**config.mk**
```make
export PLATFORM = sky130hd
export DESIGN_NAME = message_frame_validator
export DESIGN_NICKNAME = d
export VERILOG_FILES = /design/src/sv/mfv_pkg.sv /design/src/sv/mfv_capture.sv /design/src/sv/mfv_check.sv /design/src/sv/message_frame_validator.sv
export SDC_FILE = /design/constraint.sdc
export NUM_CORES = 1
export LEC_CHECK = 0
export ABC_CLOCK_PERIOD_IN_PS = 6600
export BUFFER_PORTS_ARGS = -buffer_cell sky130_fd_sc_hd__buf_4
export CAP_MARGIN = 20
export CORE_ASPECT_RATIO = 1.2
export CORE_MARGIN = 2
export CORE_UTILIZATION = 53
export DETAILED_ROUTE_END_ITERATION = 10
export MAX_ROUTING_LAYER = met4
export PLACE_DENSITY = 0.79
export SYNTH_ARGS = -nofsm -noshare
export SYNTH_HDL_FRONTEND = slang
export SYNTH_SLANG_ARGS = --single-unit
```
**constraint.sdc**
```tcl
create_clock -name clock -period 6.6 [get_ports clock]
set_clock_uncertainty 0.05 [all_clocks]
set_input_delay 0.33 -clock clock [delete_from_list [all_inputs] [get_ports clock]]
set_output_delay 0.33 -clock clock [all_outputs]
set_load 0.05 [all_outputs]
```
**src/sv/mfv_pkg.sv**
```systemverilog
`default_nettype none
package mfv_pkg;

   localparam int HEADER_BYTES = 10;
   localparam int CRC_BYTES = 8;
   localparam int CSR_INDEX_BITS = 3;
   localparam int CSR_DATA_BITS = 16;

   localparam logic [15:0] CRC_INIT = 16'hFFFF;
   localparam logic [15:0] CRC_POLY = 16'h1021;
   localparam logic [15:0] CHK_ALL_ZERO = 16'h0000;
   localparam logic [15:0] CHK_ALL_ONE = 16'hFFFF;
   localparam logic [7:0] TYPE_RESERVED = 8'h00;
   localparam logic [7:0] TYPE_MAX = 8'h07;

   // Configuration register indexes.
   localparam logic [CSR_INDEX_BITS-1:0] CSR_EXPECTED_MAGIC = 3'd0;
   localparam logic [CSR_INDEX_BITS-1:0] CSR_MIN_MESSAGE_BYTES = 3'd1;
   localparam logic [CSR_INDEX_BITS-1:0] CSR_MAX_PAYLOAD_BYTES = 3'd2;
   localparam logic [CSR_INDEX_BITS-1:0] CSR_BIG_ENDIAN_WIRE = 3'd3;
   localparam logic [CSR_INDEX_BITS-1:0] CSR_CHECK_CRC = 3'd4;

   typedef enum logic [3:0] {
      ST_OK         = 4'd0,
      ST_SHORT      = 4'd1,
      ST_MAGIC      = 4'd2,
      ST_RESERVED   = 4'd3,
      ST_UNKNOWN    = 4'd4,
      ST_OVERSIZE   = 4'd5,
      ST_TRUNCATED  = 4'd6,
      ST_MISMATCH   = 4'd7,
      ST_SUSPICIOUS = 4'd8,
      ST_CRC        = 4'd9
   } status_type;

   typedef struct packed {
      logic [7:0] data_byte;
      logic       last_byte;
   } req_type;

   typedef struct packed {
      status_type  status;
      logic [7:0]  frame_kind;
      logic [15:0] payload_length;
      logic [31:0] sequence_number;
      logic [15:0] received_crc;
      logic [15:0] computed_crc;
      logic [16:0] total_bytes;
   } rsp_type;

   typedef struct packed {
      logic [7:0]  expected_magic;
      logic [15:0] min_message_bytes;
      logic [15:0] max_payload_bytes;
      logic        big_endian_wire;
      logic        check_crc;
   } cfg_type;

   // Header fields in arrival order (first byte most significant), then the running CRC.
   typedef struct packed {
      logic [7:0]  magic;
      logic [7:0]  frame_kind;
      logic [15:0] length;
      logic [31:0] seq_field;
      logic [15:0] checksum;
      logic [15:0] crc;
   } header_type;

   // Capture state at the start of every message.
   localparam header_type HEADER_CLEAR = '{
      magic:      8'h00,
      frame_kind: 8'h00,
      length:     16'h0000,
      seq_field:  32'h0000_0000,
      checksum:   16'h0000,
      crc:        CRC_INIT
   };

   // Register values after reset.
   localparam cfg_type CFG_RESET = '{
      expected_magic:    8'h00,
      min_message_bytes: 16'(HEADER_BYTES),
      max_payload_bytes: 16'hFFFF,
      big_endian_wire:   1'b1,
      check_crc:         1'b1
   };

   // One byte of CRC-16/CCITT-FALSE, MSB first.
   function automatic logic [15:0] crc_byte(input logic [15:0] crc_in,
                                            input logic [7:0] data);
      logic [15:0] c;
      c = crc_in ^ {data, 8'h00};
      for (int k = 0; k < 8; k++) begin
         if (c[15]) begin
            c = {c[14:0], 1'b0} ^ CRC_POLY;
         end else begin
            c = {c[14:0], 1'b0};
         end
      end
      return c;
   endfunction

   function automatic logic [15:0] swap16(input logic [15:0] v);
      return {v[7:0], v[15:8]};
   endfunction

   function automatic logic [31:0] swap32(input logic [31:0] v);
      return {v[7:0], v[15:8], v[23:16], v[31:24]};
   endfunction

endpackage
`default_nettype wire

```
**src/sv/mfv_capture.sv**
```systemverilog
`default_nettype none
module mfv_capture #(
   parameter int COUNT_BITS = 17
) (
   input  wire logic                   clock,
   input  wire logic                   reset,
   input  wire logic                   accept,
   input  wire mfv_pkg::req_type       req_item,
   output mfv_pkg::header_type         header_next,
   output logic [COUNT_BITS-1:0]       count_next
);

   localparam logic [COUNT_BITS-1:0] COUNT_MAX = '1;

   logic [COUNT_BITS-1:0] count_ff;
   logic [COUNT_BITS-1:0] count_in;
   mfv_pkg::header_type   header_ff;
   mfv_pkg::header_type   header_in;
   mfv_pkg::header_type   header_upd;
   logic [COUNT_BITS-1:0] count_upd;
   logic [7:0]            b;

   assign b = req_item.data_byte;

   // Header field steering by byte position, plus running CRC.
   always_comb begin
      header_upd = header_ff;
      if (count_ff == COUNT_BITS'(0)) begin
         header_upd.magic = b;
      end else if (count_ff == COUNT_BITS'(1)) begin
         header_upd.frame_kind = b;
      end else if (count_ff < COUNT_BITS'(4)) begin
         header_upd.length = {header_ff.length[7:0], b};
      end else if (count_ff < COUNT_BITS'(mfv_pkg::CRC_BYTES)) begin
         header_upd.seq_field = {header_ff.seq_field[23:0], b};
      end else if (count_ff < COUNT_BITS'(mfv_pkg::HEADER_BYTES)) begin
         header_upd.checksum = {header_ff.checksum[7:0], b};
      end
      if (count_ff < COUNT_BITS'(mfv_pkg::CRC_BYTES)) begin
         header_upd.crc = mfv_pkg::crc_byte(header_ff.crc, b);
      end
      count_upd = (count_ff != COUNT_MAX) ? count_ff + COUNT_BITS'(1) : count_ff;
   end

   // The last byte of a message returns the capture state to its reset value.
   always_comb begin
      header_in = header_ff;
      count_in  = count_ff;
      if (accept) begin
         if (req_item.last_byte) begin
            header_in = mfv_pkg::HEADER_CLEAR;
            count_in  = '0;
         end else begin
            header_in = header_upd;
            count_in  = count_upd;
         end
      end
   end

   always_ff @(posedge clock) begin
      if (reset) begin
         header_ff <= mfv_pkg::HEADER_CLEAR;
         count_ff  <= '0;
      end else begin
         header_ff <= header_in;
         count_ff  <= count_in;
      end
   end

   assign header_next = header_upd;
   assign count_next  = count_upd;

endmodule
`default_nettype wire

```
**src/sv/mfv_check.sv**
```systemverilog
`default_nettype none
module mfv_check #(
   parameter int COUNT_BITS = 17
) (
   input  wire mfv_pkg::header_type   header,
   input  wire logic [COUNT_BITS-1:0] count,
   input  wire mfv_pkg::cfg_type      cfg,
   output mfv_pkg::rsp_type           result
);

   logic [15:0]           len;
   logic [31:0]           seq;
   logic [15:0]           chk;
   logic [16:0]           expected_total;
   logic [COUNT_BITS-1:0] expected_count;
   logic                  chk_extreme;
   mfv_pkg::status_type   status;

   always_comb begin
      len = cfg.big_endian_wire ? header.length    : mfv_pkg::swap16(header.length);
      seq = cfg.big_endian_wire ? header.seq_field : mfv_pkg::swap32(header.seq_field);
      chk = cfg.big_endian_wire ? header.checksum  : mfv_pkg::swap16(header.checksum);
      expected_total = 17'(mfv_pkg::HEADER_BYTES) + {1'b0, len};
      expected_count = COUNT_BITS'(expected_total);
      chk_extreme = (chk == mfv_pkg::CHK_ALL_ZERO) || (chk == mfv_pkg::CHK_ALL_ONE);

      // First failing check wins.
      if (count < COUNT_BITS'(cfg.min_message_bytes) ||
          count < COUNT_BITS'(mfv_pkg::HEADER_BYTES)) begin
         status = mfv_pkg::ST_SHORT;
      end else if (header.magic != cfg.expected_magic) begin
         status = mfv_pkg::ST_MAGIC;
      end else if (header.frame_kind == mfv_pkg::TYPE_RESERVED) begin
         status = mfv_pkg::ST_RESERVED;
      end else if (header.frame_kind > mfv_pkg::TYPE_MAX) begin
         status = mfv_pkg::ST_UNKNOWN;
      end else if (len > cfg.max_payload_bytes) begin
         status = mfv_pkg::ST_OVERSIZE;
      end else if (count < expected_count) begin
         status = mfv_pkg::ST_TRUNCATED;
      end else if (count > expected_count) begin
         status = mfv_pkg::ST_MISMATCH;
      end else if (cfg.check_crc && chk_extreme && header.crc != chk) begin
         status = mfv_pkg::ST_SUSPICIOUS;
      end else if (cfg.check_crc && header.crc != chk) begin
         status = mfv_pkg::ST_CRC;
      end else begin
         status = mfv_pkg::ST_OK;
      end

      result.status      = status;
      result.total_bytes = count[16:0];
      // A short message reports no header fields.
      if (status == mfv_pkg::ST_SHORT) begin
         result.frame_kind      = '0;
         result.payload_length  = '0;
         result.sequence_number = '0;
         result.received_crc    = '0;
         result.computed_crc    = '0;
      end else begin
         result.frame_kind      = header.frame_kind;
         result.payload_length  = len;
         result.sequence_number = seq;
         result.received_crc    = chk;
         result.computed_crc    = header.crc;
      end
   end

endmodule
`default_nettype wire

```
**src/sv/message_frame_validator.sv**
```systemverilog
// The result item of a message is valid in the cycle after its last byte is accepted.
// One byte item per cycle unless stalled; the CRC byte step and header update are combinational.
// A new byte enters in the same cycle that a waiting result item is taken, so
// the input stalls only while a result is held and rsp_ready is low.
// Reset (synchronous, active high) clears the message state and result valid and
// restores the configuration registers to their defaults.
`default_nettype none
module message_frame_validator #(
   parameter int COUNT_BITS = 17
) (
   input  wire logic                                 clock,
   input  wire logic                                 reset,
   input  wire logic                                 req_valid,
   output logic                                      req_ready,
   input  wire mfv_pkg::req_type                     req_item,
   output logic                                      rsp_valid,
   input  wire logic                                 rsp_ready,
   output mfv_pkg::rsp_type                          rsp_item,
   input  wire logic                                 csr_write_en,
   input  wire logic [mfv_pkg::CSR_INDEX_BITS-1:0]   csr_index,
   input  wire logic [mfv_pkg::CSR_DATA_BITS-1:0]    csr_write_data
);

   logic                  accept;
   mfv_pkg::cfg_type      cfg_ff;
   mfv_pkg::cfg_type      cfg_in;
   mfv_pkg::header_type   header_next;
   logic [COUNT_BITS-1:0] count_next;
   mfv_pkg::rsp_type      result;
   logic                  rsp_valid_ff;
   logic                  rsp_valid_in;
   mfv_pkg::rsp_type      rsp_ff;
   mfv_pkg::rsp_type      rsp_in;

   // A byte is taken whenever the result register is free or is being drained.
   assign req_ready = !rsp_valid_ff || rsp_ready;
   assign accept    = req_valid && req_ready;

   // Configuration registers. Writes to an index outside the list are dropped.
   always_comb begin
      cfg_in = cfg_ff;
      if (csr_write_en) begin
         case (csr_index)
            mfv_pkg::CSR_EXPECTED_MAGIC: begin
               cfg_in.expected_magic = csr_write_data[7:0];
            end
            mfv_pkg::CSR_MIN_MESSAGE_BYTES: begin
               cfg_in.min_message_bytes = csr_write_data;
            end
            mfv_pkg::CSR_MAX_PAYLOAD_BYTES: begin
               cfg_in.max_payload_bytes = csr_write_data;
            end
            mfv_pkg::CSR_BIG_ENDIAN_WIRE: begin
               cfg_in.big_endian_wire = csr_write_data[0];
            end
            mfv_pkg::CSR_CHECK_CRC: begin
               cfg_in.check_crc = csr_write_data[0];
            end
            default: begin
               cfg_in = cfg_ff;
            end
         endcase
      end
   end

   always_ff @(posedge clock) begin
      if (reset) begin
         cfg_ff <= mfv_pkg::CFG_RESET;
      end else begin
         cfg_ff <= cfg_in;
      end
   end

   // Header capture and running CRC. It presents the state as it stands after
   // the byte now offered, which the checks below read on the last byte.
   mfv_capture #(
      .COUNT_BITS (COUNT_BITS)
   ) u_capture (
      .clock       (clock),
      .reset       (reset),
      .accept      (accept),
      .req_item    (req_item),
      .header_next (header_next),
      .count_next  (count_next)
   );

   // Ordered header checks and byte order correction.
   mfv_check #(
      .COUNT_BITS (COUNT_BITS)
   ) u_check (
      .header (header_next),
      .count  (count_next),
      .cfg    (cfg_ff),
      .result (result)
   );

   // Result register: loaded on the last byte of a message, held until taken.
   always_comb begin
      rsp_valid_in = rsp_valid_ff;
      rsp_in       = rsp_ff;
      if (accept && req_item.last_byte) begin
         rsp_valid_in = 1'b1;
         rsp_in       = result;
      end else if (rsp_ready) begin
         rsp_valid_in = 1'b0;
      end
   end

   always_ff @(posedge clock) begin
      if (reset) begin
         rsp_valid_ff <= 1'b0;
      end else begin
         rsp_valid_ff <= rsp_valid_in;
      end
   end

   always_ff @(posedge clock) begin
      rsp_ff <= rsp_in;
   end

   assign rsp_valid = rsp_valid_ff;
   assign rsp_item  = rsp_ff;

endmodule
`default_nettype wire
```
* Word level (Yosys, flattened, before mapping) *
Index checks and enable logic that the tools add are counted.

word-level totals
  flip-flop bits (word level) = 265
  input port bits = 33
  output and inout port bits = 111
  logic and storage cells = 111

cells by class
  add/subtract/negate cells = 2
  magnitude comparators = 9
  eq/ne operators = 10
  mux-type cells = 42
  bitwise gates (word level) = 9
  reductions and logical operators = 19

operator list
  operator                                              count
  two-way mux 16 bit                                    13
  two-way mux 13 bit                                    8
  two-way mux 96 bit                                    1
  two-way mux 72 bit                                    1
  two-way mux 32 bit                                    2
  two-way mux 64 bit                                    1
  < comparator 17 x 4 -> 1 bit, second input constant   3
  two-way mux 48 bit                                    1
  two-way mux 4 bit                                     9
  two-way mux 17 bit                                    2
  inverter 3 bit                                        8
  adder 17 x 1 -> 17 bit, second input constant         1
  adder 4 x 16 -> 17 bit, first input constant          1
  equality test 17 x 1 -> 1 bit, second input constant  1
  > comparator 17 bit                                   1
  zero test 17 bit                                      1
  < comparator 17 x 16 -> 1 bit                         1
  < comparator 17 bit                                   1
  < comparator 17 x 3 -> 1 bit, second input constant   1
  != test 17 bit, second input constant                 1
  equality test 16 bit, second input constant           1
  > comparator 16 bit                                   1
  zero test 16 bit                                      1
  two-way mux 8 bit                                     2
  other kinds (16)                                      28

* Depth between registers and ports, before layout *
Gate-level depths: netlist (run 1).

  depth in word-level cells = 37
  depth in mapped cells = 22

* Hierarchy *
A second synthesis (run 1) with hierarchy kept.

unflattened totals
  cells, all modules = 1514
  area total of the unflattened synthesis = 14980.6 µm²

by module, submodules not included
  module                   times used  cells an instance  area an instance (µm²)  seq. area each (µm²)
  mfv_capture              1           693                6341.1                  2262.2
  message_frame_validator  1           292                5086.1                  4134.0
  mfv_check                1           529                3553.4                  0.0

* Worst setup path before layout (run 1) *
OpenSTA, ideal clock, no wires.

  path kind = register -> register
  from = register u_capture.count_ff[10]
  to = register rsp_ff (netlist bit rsp_item[106]), data pin
  setup time = 0.146 ns
  data arrival time = 4.585 ns
  data required time = 6.404 ns
  setup slack = 1.819 ns
  stages on the path, launching flop included = 23
  cell sequence = dfxtp_1 buf_6 nor4_4 nand4_1 nor4b_2 buf_4 buf_12 mux2i_1 mux2i_2 nand4_2 or3_4 or4_4 nor3_2 xnor2_1 ha_1 a21o_1 a21o_1 a21oi_1 o211ai_1 a211oi_1 nor2_1 or3_1 a21oi_1

RTL lines
  item                      line                            RTL
  start: declaration        mfv_capture.sv:15               logic [COUNT_BITS-1:0] count_ff;
  start signal: assignment  mfv_capture.sv:66               count_ff <= count_in;
  end signal: assignment    message_frame_validator.sv:118  rsp_ff <= rsp_in;
  end: declaration          message_frame_validator.sv:32   mfv_pkg::rsp_type rsp_ff;

==> key figures, run 1 <==
Final layout
  • FILL cells: approximately 2,000
  • Layout cells sized above 1: between 10% and 20%
  • Diode count: 0
  • Area grow syn2layout: 17.5%
  • Final std cell area, no fill: 15,700 um^2
  • Final #Nets: 1,635
  • Final core utilization: 63.5%

CTS
  • Max Buffers Root-to-Sink: 3
  • Count of clock tree sinks: 265
  • CTS Buf Count: 26
  • CTS root buf: clkbuf_16
  • Skew-Pair Late Insertion Delay: 0.54 ns
  • Worst-path clk slew: roughly 0.07 ns
  • H-Tree Depth: 1
  • CTS tree: done
  • Post-CTS setup buffers: 0

Floorplanning
  • Die X: 149 um
  • # rows: 63
  • Initial core utilization: 54.0%
  • Die Ht: 178 um
  • Full die area: 26,500 um^2
  • Core area: 24,800 um^2
  • Top Ports: 144

Pwr
  • VDD IR max: 0.198 mV
  • Comb pwr share: 12.8%
  • Power per cell area: approximately 240 nW/um^2
  • Sw Pwr: 0.993 mW
  • Reg power frac: 46.0%
  • Clk pwr share: 41.2%
  • Lkg Pwr: 6.13 nW
  • Cell Int Power: 2.86 mW
  • Sw frac: 25.8%

Worst setup path
  • Worst Path Max Fanout: 18
  • Type of origin of the critical path: register
  • Critical path type: reg -> reg
  • Crit path DAT: 6.22 ns
  • Critical path startpoint: u_capture.count_ff[10]
  • Worst setup EP type: register
  • Data required, critical path: 6.94 ns
  • Reg2reg start: u_capture.count_ff[10]

Synthesis
  • Number of flops mapped to enable cells by yosys: approximately 110
  • Synth top area share: around a quarter
  • Most instantiated cells after synthesis: nor2_1, nand2_1, dfxtp_1
  • Ys flop type: dfxtp_1
  • Synthesized instance count: roughly 1,400
  • Cell taking the most area after synthesis: edfxtp_1
  • Mapped cell area: 13,400 um^2
  • Post-synth ARST share: 0%
  • Post-synthesis sequential area ratio: a little under half
  • Seq cells post-synth: 265
  • Mean cell area of the mapped netlist: roughly 9.3 um^2
  • Top-count cell post-synth: nor2_1
  • Cell variety after synth: between 60 and 70
  • Synth Warn #: 0
  • Post-Syn Nets: approximately 1,500
  • Ranking of synthesized cells by area: edfxtp_1, dfxtp_1, nor2_1

GRT
  • Largest net degree at the start of global routing: 86
  • Global-route wire length before repair: 57.0 mm
  • Grt ovf: 0
  • All-Layer GR Usage: 27.8%
  • Vias in the first global route: 10,786
  • Initial antenna violation count: 0

Placement
  • Dpl cell area: 14,600 um^2
  • Port Buffers: about 140
  • Half-perimeter wire length after placement: 24.9 mm
  • RePlAce Congestion: 0.922

Timing
  • Setup-failing EPs final: 0
  • Max Freq: about 170 MHz
  • Unrepaired setup endpoints after global routing: false
  • Tmin final: 5.88 ns
  • Setup TNS Final: 0 ns
  • Fin. max-slew vios: 0
  • Rel. slew slack: 25.4%
  • Hold Worst Slack: roughly 0.045 ns
  • Worst Max-Slew Pin Slew: 1.11 ns
  • Period utilisation layout: 89.1%
  • Hold Vio Cnt, Final: 0

Route
  • TritonRoute pass-1 iters: 6
  • DRC violation total after the first TritonRoute iteration: around 1,200
  • Drt drc: 0
  • Routed vias: 11,217
  • Wire per inst: 19.1 um
  • Routed Antenna Nets: 0
  • Post-DR vias/cell: 5.92
  • Total routed wirelength: 36.2 mm

Worst hold path
  • HP Class: in -> reg
  • Hold Crit Start: csr_write_data[0]

Status
  • Status: completed

Job
  • Max Cap Viol: 0
[worst max-delay path, cell delays in order (launching register included)]
cell and delay (ns):
dfxtp_1 0.43, nor4_4 0.31, nand4_1 0.50, nor4b_4 0.36
buf_4 0.33, mux2i_1 0.15, mux2i_1 0.38, nand4_2 0.20
or3_4 0.39, or4_4 0.45, nor3_2 0.23, xnor2_1 0.16
ha_1 0.26, a21o_1 0.19, a21o_1 0.17, a21oi_1 0.17
o211ai_1 0.11, a211oi_1 0.29, nor2_1 0.10, or3_1 0.37
a21oi_1 0.13
[logic make-up after synthesis]
kind of cell | after synthesis | share of synthesized area (%)
and+or+nand+nor | 542 | 18.3
AOI/OAI and AO/OA | 297 | 15.2
DFF | 265 | 47.8
buffers and inverters | 142 | 4.35
xor gates and xnor gates | 74 | 4.85
muxes | 61 | 4.70
adders and majority gates | 52 | 4.86
[final cells by class]
type                    count  area [um^2]  share of cell area, %
flip-flops and latches    265         6400                   40.7
clock buffers              30          697                   4.43
well taps                 325          407                   2.59
multi-input cells        1026         6430                   40.9
clock inverters            18          220                   1.40
inverters                  56          213                   1.35
repair buffers            175         1360                   8.64
[flip-flops by register name, indices dropped and copies added (netlist names)]
register	cells
cfg_ff	42
rsp_item	109
u_capture.header_ff	96
rsp_valid	1
u_capture.count_ff	17
[routing by layer]
layer	GRT usage (%)	wire [um]	vias to the layer above
met5	-	0	-
met4	12.4	1550	0
met3	3.89	2520	118
met2	45.4	17300	493
met1	34.4	14800	5271
li1	-	-	5335
[layout by cell type, fill, tap and decap left out, types with 5 or more instances in the layout]
| cell | instances |
|---|---|
| xor2_1 | 39 |
| o22a_1 | 15 |
| or3_1 | 5 |
| nand4_1 | 18 |
| bufinv_16 | 5 |
| a21o_1 | 5 |
| a31oi_1 | 10 |
| nor2_1 | 211 |
| dlygate4sd3_1 | 15 |
| ha_1 | 52 |
| nor3_1 | 15 |
| edfxtp_1 | 109 |
| a22oi_1 | 98 |
| a211o_1 | 19 |
| xnor2_1 | 35 |
| mux2i_1 | 54 |
| a211oi_1 | 19 |
| nand2b_1 | 8 |
| clkinv_1 | 6 |
| nor4_1 | 14 |
| o211ai_1 | 10 |
| nor2b_1 | 19 |
| o21ai_0 | 30 |
| o21a_1 | 7 |
| a21oi_1 | 57 |
| o21ai_1 | 13 |
| clkbuf_16 | 27 |
| dfxtp_1 | 156 |
| nand3_1 | 36 |
| and2_1 | 6 |
| inv_1 | 53 |
| buf_4 | 159 |
| nand2_1 | 176 |
[stage by stage]
step	worst slack, ns	std cells	power, mW
floorplan	1.82	1433	2.14
global placement	0.969	1828	2.27
detailed placement	0.788	1829	2.28
CTS	0.777	1892	3.86
global route	0.274	1895	3.96
finish	0.719	1895	3.85
[path summary, 6_finish.rpt]
| check | cells after the start | end | slack [ns] |
|---|---|---|---|
| max | 20 | rsp_item[106] | 0.72 |
| min | 2 | cfg_ff[2] | 0.04 |
| max reg2reg | 20 | rsp_item[106] | 0.72 |
| min reg2reg | 2 | cfg_ff[29] | 0.41 |
[power by group through the flow]
stage / Combinational [mW] / Clock, mW / Sequential [mW]
5_1_grt: 0.529 / 1.66 / 1.77
2_1_floorplan: 0.260 / 0 / 1.88
3_5_place_dp: 0.478 / 0 / 1.80
4_1_cts: 0.487 / 1.60 / 1.77
3_3_place_gp: 0.469 / 0 / 1.80
6_report: 0.493 / 1.59 / 1.77
[timing repair]
item                      4_1_cts  5_1_grt
hold endpoints to repair       18        0
hold buffers                   15        0
gates resized for setup         0        0
Power figures use the tool's default switching activity.
==> run 2: changes to the inputs <==
--- a/config.mk
+++ b/config.mk
@@ -13,7 +13,7 @@
 export CORE_UTILIZATION = 53
 export DETAILED_ROUTE_END_ITERATION = 10
 export MAX_ROUTING_LAYER = met4
-export PLACE_DENSITY = 0.79
+export PLACE_DENSITY_LB_ADDON = 0.2
 export SYNTH_ARGS = -nofsm -noshare
 export SYNTH_HDL_FRONTEND = slang
 export SYNTH_SLANG_ARGS = --single-unit
==> run 2 against run 1 <==
Flip-flop and latch count stayed put. Die area stayed put. Largest power group unchanged. Global-route usage is 0.18 points lower. Non-clock buffer count is 1 lower. Routed wire length is 0.80% lower. First-iteration DRC count is 6.7% lower. Total power is 2.8% lower. Core utilization is 0.35 points lower. Sequential share of layout area is 0.23 points higher. Largest cell class unchanged. Worst hold slack worse by 0.033 ns. Cell count hardly changed.
==> key figures, run 2 (synthesized netlist as in run 1, its figures left out) <==
Status
  • Status: completed

GRT
  • Largest net degree at the start of global routing: 95
  • Initial antenna violation count: 0
  • Grt ovf: 0
  • Vias in the first global route: 10,413
  • Global-route wire length before repair: 56.4 mm
  • All-Layer GR Usage: ~28%

Final layout
  • Commonest non-fill, non-tap cell in the layout: nor2_1
  • Layout cells sized above 1: approximately 14%
  • Largest register FFs: 109
  • Final #Nets: 1,634
  • Commonest non-fill, non-tap cells in the layout: nor2_1, nand2_1, buf_4, dfxtp_1, edfxtp_1
  • Finished Layout Cells: 1,894
  • Final core utilization: 63.2%
  • Final std cell area, no fill: 15,600 um^2
  • Diode count: 0
  • Area grow syn2layout: 16.9%

CTS
  • Post-CTS setup buffers: 0
  • Max Buffers Root-to-Sink: 3
  • CTS root buf: clkbuf_16
  • Count of clock tree sinks: 265
  • CTS tree: done
  • H-Tree Depth: 1
  • Post_cts resized: 0
  • CTS Buf Count: 26
  • Skew-Pair Late Insertion Delay: around 0.53 ns
  • Worst-path clk slew: 0.06 ns
  • Hold Buf Count CTS: 14

Floorplanning
  • Core area: between 20,000 and 25,000 um^2
  • Full die area: 26,500 um^2
  • Die X: 149 um
  • # rows: 63
  • Initial core utilization: between 50% and 60%
  • Top Ports: about 140
  • Die Ht: 178 um

Worst setup path
  • Crit path DAT: between 5 and 6 ns
  • Critical-path cell list: nor4_4 -> nand4_1 -> buf_4 -> nor4b_4 -> buf_4 -> mux2i_1 -> mux2i_2 -> nand4_2 -> or3_4 -> or4_4 -> nor3_2 -> xnor2_1 -> ha_1 -> a21o_1 -> a21o_1 -> a21oi_1 -> o211ai_1 -> a211oi_1 -> nor2_1 -> or3_1 -> a21oi_1
  • Worst Path Max Fanout: 18
  • Type of origin of the critical path: register
  • Critical path type: reg -> reg
  • Critical path startpoint: u_capture.count_ff[10]
  • Worst path slowest cell: or4_4
  • Data required, critical path: 6.92 ns
  • CP peak stage delay: 0.45 ns
  • Worst setup EP type: register
  • Reg2reg start: u_capture.count_ff[10]

Route
  • Post-DR vias/cell: slightly below 6
  • Drt drc: 0
  • Wire per inst: approximately 19 um
  • TritonRoute pass-1 iters: 5
  • Total routed wirelength: between 30 and 40 mm
  • Routed Antenna Nets: 0
  • Routed vias: 11,030
  • DRC violation total after the first TritonRoute iteration: 1,073

Placement
  • RePlAce Congestion: 0.943
  • Placed cell count: between 1,500 and 2,000
  • Dpl cell area: 14,600 um^2
  • Dpl ws: ~1.1 ns
  • Port Buffers: 143
  • Half-perimeter wire length after placement: 25.0 mm

Worst hold path
  • Hold Crit Start: csr_write_data[1]
  • HP Class: in -> reg

Pwr
  • VDD IR max: 0.216 mV
  • Power per cell area: 239 nW/um^2
  • Lkg Pwr: 6.10 nW

Timing
  • Setup TNS Final: 0 ns
  • Worst Max-Slew Pin Slew: 1.05 ns
  • Max Freq: 178 MHz
  • Tmin final: roughly 5.6 ns
  • Period utilisation layout: 84.9%
  • Hold Vio Cnt, Final: 0
  • Rel. slew slack: 29.7%
  • Unrepaired setup endpoints after global routing: false
  • Setup-failing EPs final: 0
  • Final worst slack: ~1 ns
  • Fin. max-slew vios: 0

Job
  • Max Cap Viol: 0
## run 2: cell types whose count changed in the layout (fill, tap and decap cells not counted)
cell           change
clkinvlp_4         -2
clkinv_1           -4
nor2_2             -1
clkinv_4           +1
bufinv_16          -3
inv_6              -1
clkbuf_1           +7
clkinv_2           +1
nor2_1             +1
dlygate4sd3_1      -1
clkbuf_8           +1
## run 2: metrics by stage
| step | power, mW | hold slack [ns] |
|---|---|---|
| finish | 3.74 | 0.0119 |
| global route | 3.87 | 0.00190 |
| CTS | 3.75 | 0.00573 |
| detailed placement | 2.29 | 0.398 |
| global placement | 2.28 | 0.395 |
| floorplan | 2.14 | 0.386 |
## run 2: layer usage
metal | global-route usage (%) | vias to the layer above | routed length, um
li1 | - | 5325 | -
met1 | 35.1 | 5226 | 15300
met2 | 45.9 | 403 | 17600
met3 | 3.38 | 76 | 1890
met4 | 9.13 | 0 | 1060
met5 | - | - | 0
## run 2: final cells by class
cell class,instances,area [um^2]
fill,2124,9110
multi-input combinational,1026,6430
sequential,265,6400
timing repair buffer,174,1350
clock buffer,38,737
tap,325,407
inverter,56,213
clock inverter,10,105
## run 2: final timing paths
| path | slack, ns | endpoint | cells after the start |
|---|---|---|---|
| setup reg to reg | 1.0 | rsp_item[106] | 21 |
| hold reg to reg | 0.41 | cfg_ff[32] | 2 |
| hold / removal | 0.01 | cfg_ff[19] | 2 |
| setup / recovery | 1.0 | rsp_item[106] | 21 |
## run 2: worst max-delay path: cells and delay by family, from the launching register on
family	cells	cell delay, ns
mux	2	0.53
xor+xnor	1	0.16
flops	1	0.41
fa+ha+maj	1	0.26
compound gates	6	1.07
simple gates	9	2.40
buf+inv	2	0.53
## run 2: power by group
part	switching [mW]	internal [mW]
sequential	0.0232	1.75
clock	0.624	0.853
combinational	0.337	0.158
==> run 3: changes to the inputs <==
--- a/config.mk
+++ b/config.mk
@@ -5,7 +5,7 @@
 export SDC_FILE = /design/constraint.sdc
 export NUM_CORES = 1
 export LEC_CHECK = 0
-export ABC_CLOCK_PERIOD_IN_PS = 6600
+export ABC_CLOCK_PERIOD_IN_PS = 4800
 export BUFFER_PORTS_ARGS = -buffer_cell sky130_fd_sc_hd__buf_4
 export CAP_MARGIN = 20
 export CORE_ASPECT_RATIO = 1.2
==> constraint.sdc (replaced) <==
create_clock -name clock -period 4.8 [get_ports clock]
set_clock_uncertainty 0.05 [all_clocks]
set_input_delay 0.24 -clock clock [delete_from_list [all_inputs] [get_ports clock]]
set_output_delay 0.24 -clock clock [all_outputs]
set_load 0.05 [all_outputs]
==> run 3 against run 2 <==
The run now ends with setup timing left. Die area is the same. Via count up 3.2%. Worst hold slack gained 0.039 ns. Flip-flop and latch count did not move. Combinational power grew 43%. Non-clock buffer count rose by 70. Sequential share of layout area decreased by 1.8 points. Critical path depth up 2. Fmax increased by 12%. Largest power group unchanged.
==> key figures, run 3 (synthesized netlist as in run 1, its figures left out) <==
Worst setup path
  • Most frequent CP cell: a21o_1
  • Worst path slowest cell: or4_4
  • Worst Path Max Fanout: 6
  • Critical-path cell list: nor4_4 -> nand4_1 -> nor4b_4 -> buf_6 -> buf_12 -> buf_16 -> mux2i_4 -> mux2i_2 -> nand4_2 -> or3_4 -> or4_4 -> nor3_4 -> xnor2_1 -> ha_1 -> a21o_1 -> a21o_1 -> a21oi_2 -> o211ai_1 -> a211oi_2 -> buf_4 -> nor2_2 -> nor4_2 -> a211oi_1
  • Worst setup EP type: register
  • CP peak stage delay: 0.53 ns
  • R2R setup slack: -0.20 ns
  • Reg2reg start: u_capture.count_ff[16]
  • CP top delay family: simple AND/OR/NAND/NOR gates
  • Worst path bufs/invs: 4
  • Reg2Reg Depth: 23
  • Data required, critical path: around 5.0 ns
  • Critical path type: reg -> reg
  • Type of origin of the critical path: register
  • R2R Path End: rsp_item[105]
  • Crit path DAT: ~5.2 ns

CTS
  • CTS tree: done
  • Skew-Pair Late Insertion Delay: 0.54 ns
  • CTS root buf: clkbuf_16
  • CTS Buf Count: 26
  • Max Buffers Root-to-Sink: 3
  • Worst-path clk slew: ~0.07 ns
  • H-Tree Depth: 1
  • Count of clock tree sinks: roughly 270

Final layout
  • Area grow syn2layout: 22.5%
  • Largest register FFs: 109
  • FILL cells: 2,045
  • Final #Nets: roughly 1,700
  • Layout cells sized above 1: about a fifth
  • Commonest non-fill, non-tap cell in the layout: buf_4
  • Commonest non-fill, non-tap cells in the layout: buf_4, nor2_1, nand2_1, dfxtp_1, edfxtp_1
  • Finished Layout Cells: between 1,500 and 2,000
  • Final core utilization: between 60% and 70%

GRT
  • Grt ovf: 0
  • Global-route wire length before repair: 57.4 mm
  • Largest net degree at the start of global routing: roughly 110
  • All-Layer GR Usage: 28.2%
  • Vias in the first global route: 10,532
  • Initial antenna violation count: 1

Timing
  • Setup-failing EPs final: 4
  • Hold Worst Slack: just over 0.05 ns
  • Worst Max-Slew Pin Slew: 1.08 ns
  • Rel. slew slack: 27.3%
  • Setup TNS Final: -0.488 ns
  • Fin. max-slew vios: 0
  • Hold Vio Cnt, Final: 0
  • Unrepaired setup endpoints after global routing: true
  • Tmin final: around 5.0 ns
  • Period utilisation layout: 104%
  • Max Freq: 200 MHz
  • Final worst slack: -0.196 ns

Route
  • DRC violation total after the first TritonRoute iteration: 986
  • Post-DR vias/cell: 5.79
  • Routed Antenna Nets: 0
  • TritonRoute pass-1 iters: 5
  • Wire per inst: 18.9 um
  • Routed vias: 11,379
  • Drt drc: 0
  • Total routed wirelength: 37.1 mm

Pwr
  • VDD IR max: 0.261 mV
  • Power per cell area: 320 nW/um^2
  • Lkg Pwr: 6.53 nW
  • Final Total Pwr: 5.25 mW

Worst hold path
  • Hold Crit Start: reset
  • HP Class: in -> reg
  • Hold endpoint: u_capture.header_ff[25]
  • Hold Path Depth: 2

Floorplanning
  • Die Ht: 178 um
  • # rows: 63
  • Die X: 149 um
  • Full die area: between 20,000 and 30,000 um^2
  • Core area: around 25,000 um^2
  • Top Ports: 144
  • Initial core utilization: 54.0%

Placement
  • Half-perimeter wire length after placement: 26.0 mm
  • Placed cell count: around 1,900
  • RePlAce Congestion: 0.916
  • Port Buffers: 143

Status
  • Failing checks: setup timing
  • Status: complete, but fails checks

Job
  • Max Cap Viol: 0
[run 3: cell types whose count changed in the layout (fill, tap and decap cells not counted), sizes merged]
cell,previous run,this run
clkbuf,38,28
diode,0,1
inv,55,57
dlygate4sd3,14,17
buf,160,227
bufinv,2,3
clkinvlp,1,4
clkinv,8,12
[run 3: worst register-to-register path, cell delays in order, from the launching register on]
cell and delay (ns):
dfxtp_2 0.33, nor4_4 0.27, nand4_1 0.27, nor4b_4 0.31, buf_6 0.16, buf_12 0.10, buf_16 0.12, mux2i_4 0.07
mux2i_2 0.21, nand4_2 0.13, or3_4 0.39, or4_4 0.53, nor3_4 0.17, xnor2_1 0.10, ha_1 0.32, a21o_1 0.17
a21o_1 0.16, a21oi_2 0.13, o211ai_1 0.11, a211oi_2 0.20, buf_4 0.15, nor2_2 0.04, nor4_2 0.16, a211oi_1 0.09
[run 3: power breakdown]
group | switching [mW] | internal, mW
clock network | 0.901 | 1.21
logic | 0.466 | 0.241
registers | 0.0319 | 2.40
[run 3: how the worst max path moves through the flow]
| stage | start | endpoint | cells past startpoint |
|---|---|---|---|
| 2_1_floorplan | u_capture.count_ff[10] | rsp_item[106] | 22 |
| 3_3_place_gp | u_capture.count_ff[16] | rsp_item[106] | 20 |
| 3_5_place_dp | u_capture.count_ff[12] | rsp_item[106] | 20 |
| 4_1_cts | u_capture.count_ff[15] | rsp_item[105] | 21 |
| 5_1_grt | u_capture.count_ff[15] | rsp_item[105] | 23 |
| 6_report | u_capture.count_ff[16] | rsp_item[105] | 23 |
[run 3: area by class of cell]
| class | instances | area, um^2 | share of cell area, % |
|---|---|---|---|
| multi-input cells | 1026 | 6490 | 39.6 |
| flip-flops and latches | 265 | 6400 | 39.1 |
| repair buffers | 244 | 1980 | 12.1 |
| clock buffers | 28 | 689 | 4.21 |
| well taps | 325 | 407 | 2.48 |
| inverters | 56 | 213 | 1.30 |
| clock inverters | 20 | 203 | 1.24 |
| diodes | 1 | 2.50 | 0.0153 |
[run 3: routing by layer]
metal  vias up  global-route usage [%]  share of wire, %
li1       5470                       -                 -
met1      5357                    34.9                41
met2       462                    48.0                50
met3        90                    3.27               6.1
met4         0                    9.48               3.4
met5         -                       -                 0
[run 3: through the flow]
stage                     instance area, um^2  setup slack [ns]
after floorplan                         13400            0.0193
after CTS                               16300            -0.190
after global routing                    16400            -0.383
after detailed placement                15100            -0.249
final                                   16400            -0.196
after global placement                  15100            -0.106
[run 3: repair_timing]
action	in CTS	in global routing
setup buffers	8	4
hold buffers	17	0
setup endpoints to repair	4	66
pin swaps	16	3
gates resized for setup	9	9
hold endpoints to repair	43	0
cloned	1	0
